<file path="config.mk">
export PLATFORM = sky130hd
export DESIGN_NAME = i2c_angle_frame_to_text_line_core_flat
export DESIGN_NICKNAME = d
export VERILOG_FILES = /design/src/rtl/iaft_pkg.sv /design/src/rtl/iaft_intf.sv /design/src/rtl/iaft_frame_store.sv /design/src/rtl/iaft_digit_unit.sv /design/src/rtl/i2c_angle_frame_to_text_line_core.sv /design/src/flat_wrapper.sv
export VERILOG_INCLUDE_DIRS = /design/src /design/src/rtl
export SDC_FILE = /design/constraint.sdc
export NUM_CORES = 1
export LEC_CHECK = 0
export ABC_AREA = 1
export ABC_CLOCK_PERIOD_IN_PS = 4100
export BUFFER_PORTS_ARGS = -buffer_cell sky130_fd_sc_hd__buf_4
export CAP_MARGIN = 25
export CELL_PAD_IN_SITES_DETAIL_PLACEMENT = 1
export CELL_PAD_IN_SITES_GLOBAL_PLACEMENT = 1
export CORE_ASPECT_RATIO = 0.7
export CORE_UTILIZATION = 46
export DETAILED_ROUTE_END_ITERATION = 10
export GPL_ROUTABILITY_DRIVEN = 0
export PLACE_DENSITY_LB_ADDON = 0.15
export SLEW_MARGIN = 20
export SYNTH_ARGS = -nofsm -noshare
export SYNTH_HDL_FRONTEND = slang
export SYNTH_SLANG_ARGS = --single-unit
</file>
<file path="constraint.sdc">
create_clock -name clk -period 4.1 [get_ports clk]
set_clock_uncertainty 0.1 [all_clocks]
set_input_delay 0.615 -clock clk [delete_from_list [all_inputs] [get_ports clk]]
set_output_delay 0.615 -clock clk [all_outputs]
set_load 0.02 [all_outputs]
</file>
<file path="src/rtl/i2c_angle_frame_to_text_line_core_assert.svh">
// Assertion helpers for the angle frame to text line block.
`ifndef I2C_ANGLE_FRAME_TO_TEXT_LINE_CORE_ASSERT_SVH
`define I2C_ANGLE_FRAME_TO_TEXT_LINE_CORE_ASSERT_SVH

// Same-cycle implication, checked out of reset.
`define IAFT_ASSERT_NOW(label, ante, cons, msg) \
  label: assert property (@(posedge clk) disable iff (!rst_n) (ante) |-> (cons)) \
    else $error(msg);

// Next-cycle implication, checked out of reset.
`define IAFT_ASSERT_NEXT(label, ante, cons, msg) \
  label: assert property (@(posedge clk) disable iff (!rst_n) (ante) |=> (cons)) \
    else $error(msg);

`endif

</file>
<file path="src/rtl/iaft_pkg.sv">
package iaft_pkg;

  typedef enum logic [1:0] {
    CMD_START = 2'd0,
    CMD_DATA  = 2'd1,
    CMD_STOP  = 2'd2,
    CMD_OTHER = 2'd3
  } cmd_t;

  localparam logic [7:0] CHAR_ZERO  = 8'h30;
  localparam logic [7:0] CHAR_MINUS = 8'h2D;
  localparam logic [7:0] CHAR_CR    = 8'h0D;
  localparam logic [7:0] CHAR_LF    = 8'h0A;

  localparam int FRAME_LEN = 4;

  // Line program: literal characters and two number slots
  localparam int NUM_STEPS = 13;
  localparam int STEP_W    = $clog2(NUM_STEPS);
  typedef logic [STEP_W-1:0] step_t;
  localparam step_t LAST_STEP = step_t'(NUM_STEPS - 1);

  typedef struct packed {
    logic       is_num;
    logic       is_y;
    logic [7:0] ch;
  } slot_t;

  function automatic slot_t slot_at(input step_t step);
    slot_t s;
    s = '{is_num: 1'b0, is_y: 1'b0, ch: 8'h20};
    case (step)
      step_t'(0):  s.ch = 8'h58;
      step_t'(1):  s.ch = 8'h3A;
      step_t'(2):  s.ch = 8'h20;
      step_t'(3):  s.is_num = 1'b1;
      step_t'(4):  s.ch = 8'h20;
      step_t'(5):  s.ch = 8'h7C;
      step_t'(6):  s.ch = 8'h20;
      step_t'(7):  s.ch = 8'h59;
      step_t'(8):  s.ch = 8'h3A;
      step_t'(9):  s.ch = 8'h20;
      step_t'(10): begin
        s.is_num = 1'b1;
        s.is_y   = 1'b1;
      end
      step_t'(11): s.ch = CHAR_CR;
      step_t'(12): s.ch = CHAR_LF;
      default:     s.ch = CHAR_LF;
    endcase
    return s;
  endfunction

  // Decimal digit positions, most significant first
  localparam int NUM_DIGITS = 5;
  localparam int POW_W      = $clog2(NUM_DIGITS);
  typedef logic [POW_W-1:0] pow_t;
  localparam pow_t TOP_POW  = pow_t'(NUM_DIGITS - 1);

  function automatic logic [15:0] pow10(input pow_t p);
    logic [15:0] v;
    case (p)
      pow_t'(0): v = 16'd1;
      pow_t'(1): v = 16'd10;
      pow_t'(2): v = 16'd100;
      pow_t'(3): v = 16'd1000;
      pow_t'(4): v = 16'd10000;
      default:   v = 16'd1;
    endcase
    return v;
  endfunction

  typedef struct packed {
    logic        load;
    logic        sub;
    logic        shift;
    logic [15:0] value;
  } dig_ctrl_t;

  typedef struct packed {
    logic       ge;
    logic [3:0] digit;
    logic       pow_zero;
  } dig_stat_t;

endpackage

</file>
<file path="src/rtl/iaft_intf.sv">
interface iaft_in_if;
  logic       valid;
  logic       ready;
  logic [1:0] command;
  logic [7:0] data_byte;

  modport source (output valid, command, data_byte, input ready);
  modport sink   (input valid, command, data_byte, output ready);
endinterface

interface iaft_out_if;
  logic       valid;
  logic       ready;
  logic [7:0] text_char;
  logic       last_char;
  logic       led_on;

  modport source (output valid, text_char, last_char, led_on, input ready);
  modport sink   (input valid, text_char, last_char, led_on, output ready);
endinterface

</file>
<file path="src/rtl/iaft_frame_store.sv">
module iaft_frame_store (
  input  logic        clk,
  input  logic        rst_n,
  input  logic        accept,
  input  logic [1:0]  command,
  input  logic [7:0]  data_byte,
  output logic [15:0] x_raw,
  output logic [15:0] y_raw,
  output logic        led
);
  import iaft_pkg::*;

  logic [7:0] frame_r [FRAME_LEN];
  logic [2:0] idx_r;
  logic       led_r;

  always_ff @(posedge clk) begin
    if (!rst_n) begin
      for (int i = 0; i < FRAME_LEN; i++) frame_r[i] <= '0;
      idx_r <= '0;
      led_r <= 1'b0;
    end else if (accept) begin
      case (command)
        CMD_START: idx_r <= '0;
        CMD_DATA: begin
          // drop bytes beyond the fourth
          if (idx_r < 3'(FRAME_LEN)) begin
            frame_r[idx_r[1:0]] <= data_byte;
            idx_r <= idx_r + 3'd1;
          end
        end
        CMD_STOP: led_r <= ~led_r;
        default: ;
      endcase
    end
  end

  assign x_raw = {frame_r[0], frame_r[1]};
  assign y_raw = {frame_r[2], frame_r[3]};
  assign led   = led_r;
endmodule

</file>
<file path="src/rtl/iaft_digit_unit.sv">
module iaft_digit_unit (
  input  logic                clk,
  input  iaft_pkg::dig_ctrl_t ctrl,
  output iaft_pkg::dig_stat_t stat
);
  import iaft_pkg::*;

  logic [15:0] mag_r;
  logic [3:0]  digit_r;
  pow_t        pow_r;
  logic [15:0] p;
  logic        ge;

  assign p  = pow10(pow_r);
  assign ge = (mag_r >= p);

  // Repeated subtraction of the current power of ten
  always_ff @(posedge clk) begin
    if (ctrl.load) begin
      mag_r   <= ctrl.value;
      digit_r <= '0;
      pow_r   <= TOP_POW;
    end else if (ctrl.sub) begin
      if (ge) begin
        mag_r   <= mag_r - p;
        digit_r <= digit_r + 4'd1;
      end
    end else if (ctrl.shift) begin
      digit_r <= '0;
      pow_r   <= pow_r - pow_t'(1);
    end
  end

  assign stat.ge       = ge;
  assign stat.digit    = digit_r;
  assign stat.pow_zero = (pow_r == '0);
endmodule

</file>
<file path="src/rtl/i2c_angle_frame_to_text_line_core.sv">
// Channel   Dir  Payload                          Handshake
// in_chan   in   command[1:0], data_byte[7:0]     valid/ready
// out_chan  out  text_char[7:0], last_char, led_on valid/ready
//
// A stop event starts the line.
// A line holds 11 literal characters and two numbers; each number is worked out
// over five decimal positions by the shared compare/subtract unit, which finds
// one decimal digit at a time by repeated subtraction.
// in_chan is not ready while a line is being formed; an output stall holds the
// sequencer on the waiting character. Reset is synchronous, active low, and
// clears the frame bytes, byte index and LED.
`include "i2c_angle_frame_to_text_line_core_assert.svh"

module i2c_angle_frame_to_text_line_core (
  input logic        clk,
  input logic        rst_n,
  iaft_in_if.sink    in_chan,
  iaft_out_if.source out_chan
);
  import iaft_pkg::*;

  typedef enum logic [1:0] {ST_IDLE, ST_SLOT, ST_DIV, ST_PUT} state_t;

  state_t      state_r, state_nxt;
  step_t       step_r, step_nxt;
  logic        started_r, started_nxt;
  logic        out_valid_r;
  logic [7:0]  out_char_r;
  logic        out_last_r;
  logic        out_led_r;

  logic        in_acc;
  logic        out_free;
  logic        emit;
  logic [7:0]  emit_char;
  logic        emit_last;
  logic        show;
  slot_t       slot;
  logic [15:0] raw;
  logic [15:0] x_raw, y_raw;
  logic        led;
  dig_ctrl_t   dctrl;
  dig_stat_t   dstat;

  assign in_chan.ready = (state_r == ST_IDLE);
  assign in_acc        = in_chan.valid & in_chan.ready;
  assign out_free      = ~out_valid_r | out_chan.ready;

  iaft_frame_store u_store (
    .clk       (clk),
    .rst_n     (rst_n),
    .accept    (in_acc),
    .command   (in_chan.command),
    .data_byte (in_chan.data_byte),
    .x_raw     (x_raw),
    .y_raw     (y_raw),
    .led       (led)
  );

  iaft_digit_unit u_digit (
    .clk  (clk),
    .ctrl (dctrl),
    .stat (dstat)
  );

  assign slot = slot_at(step_r);
  assign raw  = slot.is_y ? y_raw : x_raw;
  assign show = (dstat.digit != 4'd0) | started_r | dstat.pow_zero;

  always_comb begin
    state_nxt   = state_r;
    step_nxt    = step_r;
    started_nxt = started_r;
    dctrl       = '0;
    emit        = 1'b0;
    emit_char   = CHAR_ZERO;
    emit_last   = 1'b0;
    case (state_r)
      ST_IDLE: begin
        if (in_acc && in_chan.command == CMD_STOP) begin
          step_nxt  = '0;
          state_nxt = ST_SLOT;
        end
      end
      ST_SLOT: begin
        if (slot.is_num) begin
          // sign needs the output register, a non-negative value does not
          if (out_free || !raw[15]) begin
            dctrl.load  = 1'b1;
            dctrl.value = raw[15] ? (~raw + 16'd1) : raw;
            emit        = raw[15];
            emit_char   = CHAR_MINUS;
            started_nxt = 1'b0;
            state_nxt   = ST_DIV;
          end
        end else if (out_free) begin
          emit      = 1'b1;
          emit_char = slot.ch;
          emit_last = (step_r == LAST_STEP);
          if (step_r == LAST_STEP) begin
            state_nxt = ST_IDLE;
          end else begin
            step_nxt = step_r + step_t'(1);
          end
        end
      end
      ST_DIV: begin
        if (dstat.ge) begin
          dctrl.sub = 1'b1;
        end else begin
          state_nxt = ST_PUT;
        end
      end
      ST_PUT: begin
        if (!show || out_free) begin
          emit        = show;
          emit_char   = CHAR_ZERO + {4'd0, dstat.digit};
          started_nxt = started_r | show;
          if (dstat.pow_zero) begin
            step_nxt  = step_r + step_t'(1);
            state_nxt = ST_SLOT;
          end else begin
            dctrl.shift = 1'b1;
            state_nxt   = ST_DIV;
          end
        end
      end
      default: state_nxt = ST_IDLE;
    endcase
  end

  always_ff @(posedge clk) begin
    if (!rst_n) begin
      state_r     <= ST_IDLE;
      step_r      <= '0;
      started_r   <= 1'b0;
      out_valid_r <= 1'b0;
    end else begin
      state_r   <= state_nxt;
      step_r    <= step_nxt;
      started_r <= started_nxt;
      if (emit) begin
        out_valid_r <= 1'b1;
      end else if (out_chan.ready) begin
        out_valid_r <= 1'b0;
      end
    end
  end

  always_ff @(posedge clk) begin
    if (emit) begin
      out_char_r <= emit_char;
      out_last_r <= emit_last;
      out_led_r  <= led;
    end
  end

  assign out_chan.valid     = out_valid_r;
  assign out_chan.text_char = out_char_r;
  assign out_chan.last_char = out_last_r;
  assign out_chan.led_on    = out_led_r;

  `IAFT_ASSERT_NOW(a_no_overwrite, emit && out_valid_r, out_chan.ready, "held item overwritten")
  `IAFT_ASSERT_NEXT(a_stop_starts, in_acc && in_chan.command == CMD_STOP, state_r == ST_SLOT && step_r == '0, "stop did not start a line")
  `IAFT_ASSERT_NOW(a_digit_range, state_r == ST_PUT, dstat.digit <= 4'd9, "decimal digit out of range")
  `IAFT_ASSERT_NOW(a_last_is_lf, out_valid_r && out_last_r, out_char_r == CHAR_LF, "last item is not LF")

endmodule

</file>
<file path="src/flat_wrapper.sv">
// flat-port wrapper written by rule: the top's interface ports become plain ports
module i2c_angle_frame_to_text_line_core_flat import iaft_pkg::*;
  (clk, rst_n, in_chan_valid, in_chan_command, in_chan_data_byte, in_chan_ready, out_chan_valid, out_chan_text_char, out_chan_last_char, out_chan_led_on, out_chan_ready);
  iaft_in_if in_chan_i ();
  iaft_out_if out_chan_i ();
  input logic clk;
  input logic rst_n;
  input wire logic [$bits(in_chan_i.valid)-1:0] in_chan_valid;
  input wire logic [$bits(in_chan_i.command)-1:0] in_chan_command;
  input wire logic [$bits(in_chan_i.data_byte)-1:0] in_chan_data_byte;
  output wire logic [$bits(in_chan_i.ready)-1:0] in_chan_ready;
  output wire logic [$bits(out_chan_i.valid)-1:0] out_chan_valid;
  output wire logic [$bits(out_chan_i.text_char)-1:0] out_chan_text_char;
  output wire logic [$bits(out_chan_i.last_char)-1:0] out_chan_last_char;
  output wire logic [$bits(out_chan_i.led_on)-1:0] out_chan_led_on;
  input wire logic [$bits(out_chan_i.ready)-1:0] out_chan_ready;
  assign in_chan_i.valid = in_chan_valid;
  assign in_chan_i.command = in_chan_command;
  assign in_chan_i.data_byte = in_chan_data_byte;
  assign in_chan_ready = in_chan_i.ready;
  assign out_chan_valid = out_chan_i.valid;
  assign out_chan_text_char = out_chan_i.text_char;
  assign out_chan_last_char = out_chan_i.last_char;
  assign out_chan_led_on = out_chan_i.led_on;
  assign out_chan_i.ready = out_chan_ready;
  i2c_angle_frame_to_text_line_core u_core (.clk(clk), .rst_n(rst_n), .in_chan(in_chan_i), .out_chan(out_chan_i));
endmodule
</file>
==> impl_metrics.py <==
metrics = {
    "outcome": {
        "status": "finished clean",
    },
    "layout": {
        "most-common-layout-cells": "nand2_1 (155), inv_1 (92), nor2_1 (73), edfxtp_1 (57), nand3_1 (53)",
        "final_net_count": 717,
        "post-route-cell-area_sq_um": 5580,
        "syn_to_final_growth_pct": 11.5,
        "drive_gt1_frac": 0.106,
        "layout_commonest_cell": "nand2_1",
        "diodes": 0,
    },
    "clock_network": {
        "cts_buffers": 9,
        "cts_num_sinks": 76,
        "clk_latency_ns": 0.34,
        "clock_path_buffers": 2,
        "cts_tree": "yes",
        "path_clk_slew_ns": 0.06,
        "cts_root_buffer": "clkbuf_16",
        "cts.repair.resized": 0,
        "holdBufCountCts": 0,
        "post_cts_buffers": 0,
        "cts.htree.levels": 3,
    },
    "timing": {
        "setup-violations-final": 0,
        "rsz0062_at_grt": "false",
        "fmax_mhz": 277,
        "fin_setup_tns_ns": 0,
        "fin_ws_ns": 0.489,
        "slew_viol_final": 0,
        "tightest_slew_ns": 0.724,
        "min_period_ns": 3.61,
        "final-hold-violation-count": 0,
        "timing.final.crit_share": 0.881,
        "maxSlewHeadroom": 0.516,
    },
    "synth": {
        "ys_seq_elements": 76,
        "yosysTopAreaCell": "edfxtp_1",
        "synth_top_area_share": 0.342,
        "ys.warnings.count": 0,
        "syn_area_per_cell_sq_um": 7.68,
        "synth_cell_type_count": 48,
        "synth_nets": 691,
        "synth-edff-count": 57,
        "async_flop_share": 0,
        "synthFlopType": "edfxtp_1",
        "syn_inst": 651,
        "synthTopCellsByArea": "edfxtp_1 (34%), nand2_1 (12%), dfxtp_1 (7.6%)",
        "synthesis.area_sq_um": 5000,
        "ys_seq_area_frac": 0.418,
    },
    "power_and_ir_drop": {
        "irDropWorstVdd_mv": 0.357,
        "fin_total_pwr_uw": 4220,
        "power_density_nw_per_um2": 757,
        "p_leak_uw": 0.00255,
    },
    "die": {
        "design.die.area_sq_um": 11300,
        "die_w_um": 127,
        "core-area_sq_um": 10500,
        "dieHeight_um": 89.2,
        "rows": 31,
        "initial_core_util": 0.477,
        "pin_count": 26,
    },
    "drt": {
        "first_pass_iters": 4,
        "met1_length_um": 6460,
        "drc_errors": 0,
        "dr.max_layer_used": "met4",
        "wl_met3_um": 406,
        "drt_iter0_markers": 233,
        "post_drt_wl_per_cell_um": 16.4,
        "met2WireLength_um": 6310,
        "post_drt_via_cell_ratio": 5.44,
        "drt_wl_total_um": 13400,
        "vias": 4431,
        "ant_nets": 0,
    },
    "placement": {
        "post_dp_cell_area_sq_um": 5270,
        "dp_hpwl_um": 10400,
        "portBuffers": 24,
        "pre_cts_ws_ns": 0.551,
    },
    "global_routing": {
        "first_global_vias": 4686,
        "grt_remaining_overflow": 0,
        "grt_max_degree": 29,
        "grt_pass1_wl_um": 22300,
        "grt_antenna_before_repair": 0,
        "track_usage": 0.256,
    },
    "critical_path": {
        "crit_chain": "inv_1 > ha_1 > nand2_1 > nand2_1 > nor2_1 > ha_1 > inv_1 > fa_1 > nand3_1 > nand2_1 > nand2_1 > nand3_1 > nand2_1 > nand2_1 > nand2_1 > nand2_1",
        "startpoint": "u_core.u_digit.pow_r[0]",
        "crit_type": "reg -> reg",
        "critPathBufInv": 2,
        "crit_top_cell": "nand2_1",
        "critPathLaunchType": "flop",
        "crit_fanout": 17,
        "cp.required_ns": 3.91,
        "end_kind": "flop",
        "crit_path_max_incr_delay_ns": 0.46,
        "crit_family": "simple AND/OR/NAND/NOR gates",
        "r2r_start": "u_core.u_digit.pow_r[0]",
        "arrival_ns": 3.42,
        "slowest_stage": "nand2_1",
    },
    "min_path": {
        "min_path_type": "reg -> reg",
        "min_from": "u_core.u_store.led",
    },
    "run": {
        "max_cap_viol_count": 0,
    },
}
## sequential cells by signal (all words and copies together) (netlist names), 2 cells and up
register	cells
u_core.out_chan.text_char	7
u_core.state_r	2
u_core.step_r	4
u_core.u_digit.digit_r	4
u_core.u_digit.mag_r	16
u_core.u_digit.pow_r	3
u_core.u_store.frame_r	32
u_core.u_store.idx_r	3
## path summary, 6_finish.rpt
kind                                    to  slack (ns)  cells after the start
setup / recovery  u_core.u_digit.mag_r[14]        0.49                     16
hold / removal      u_core.out_chan.led_on        0.35                      0
setup reg to reg  u_core.u_digit.mag_r[14]        0.49                     16
hold reg to reg     u_core.out_chan.led_on        0.35                      0
## layout make-up
class	instances	area, sq um
clock buffers	11	233
fillers	1318	4900
repair buffers	28	210
flip-flops and latches	76	2090
clock inverters	5	76.3
multi-input cells	464	2430
inverters	98	368
well taps	132	165
## per-stage QoR
| step | util | hold slack, ns | instances |
|---|---|---|---|
| after CTS | 0.532 | 0.351 | 814 |
| final | 0.532 | 0.347 | 814 |
| after global routing | 0.532 | 0.359 | 814 |
| after global placement | 0.503 | 0.315 | 798 |
| after detailed placement | 0.503 | 0.340 | 798 |
| after floorplan | - | 0.308 | 651 |
## layer usage
| metal | vias up | GRT usage |
|---|---|---|
| li1 | 2191 | - |
| met1 | 2143 | 0.323 |
| met2 | 78 | 0.460 |
| met3 | 19 | 0.0395 |
| met4 | 0 | 0.0789 |
| met5 | - | 0 |
## power breakdown
| group | total, uW | switching, uW | internal (uW) |
|---|---|---|---|
| clock network | 838 | 307 | 530 |
| logic | 2140 | 1390 | 749 |
| registers | 1250 | 122 | 1130 |
## worst register-to-register path, stage by stage (launching register included)
cell	delay, ns
dfxtp_1	0.36
inv_1	0.12
ha_1	0.26
nand2_1	0.20
nand2_1	0.08
nor2_1	0.13
ha_1	0.19
inv_1	0.08
fa_1	0.41
nand3_1	0.09
nand2_1	0.11
nand2_1	0.10
nand3_1	0.08
nand2_1	0.06
nand2_1	0.15
nand2_1	0.20
nand2_1	0.46
## cell families (layout without fill, tap and decap cells)
| group | Yosys count | in the layout | synth area share |
|---|---|---|---|
| and+or+nand+nor | 331 | 331 | 0.293 |
| buffers and inverters | 111 | 142 | 0.0953 |
| AOI/OAI and AO/OA | 97 | 97 | 0.110 |
| DFF | 76 | 76 | 0.418 |
| adders and majority gates | 26 | 26 | 0.0666 |
| xor gates and xnor gates | 9 | 9 | 0.0158 |
| other | 1 | 1 | 0.000750 |
## Yosys cell counts (2+ instances only)
master,count
nor2_4,3
nor2_1,73
o22ai_1,2
clkbuf_1,2
o211ai_1,3
xor2_1,4
a21o_1,4
inv_2,5
dfxtp_1,19
nand3_1,53
o21ai_1,6
o21ai_0,36
o31ai_1,2
buf_2,2
o21ai_2,6
ha_1,25
nand4_1,7
nor3b_1,2
edfxtp_1,57
nand2_2,6
nand2_1,155
buf_4,5
a21oi_1,31
nor2_2,6
buf_6,3
xnor2_1,5
nor3_1,16
nand3b_1,2
inv_1,92
Power figures use the tool's default switching activity.
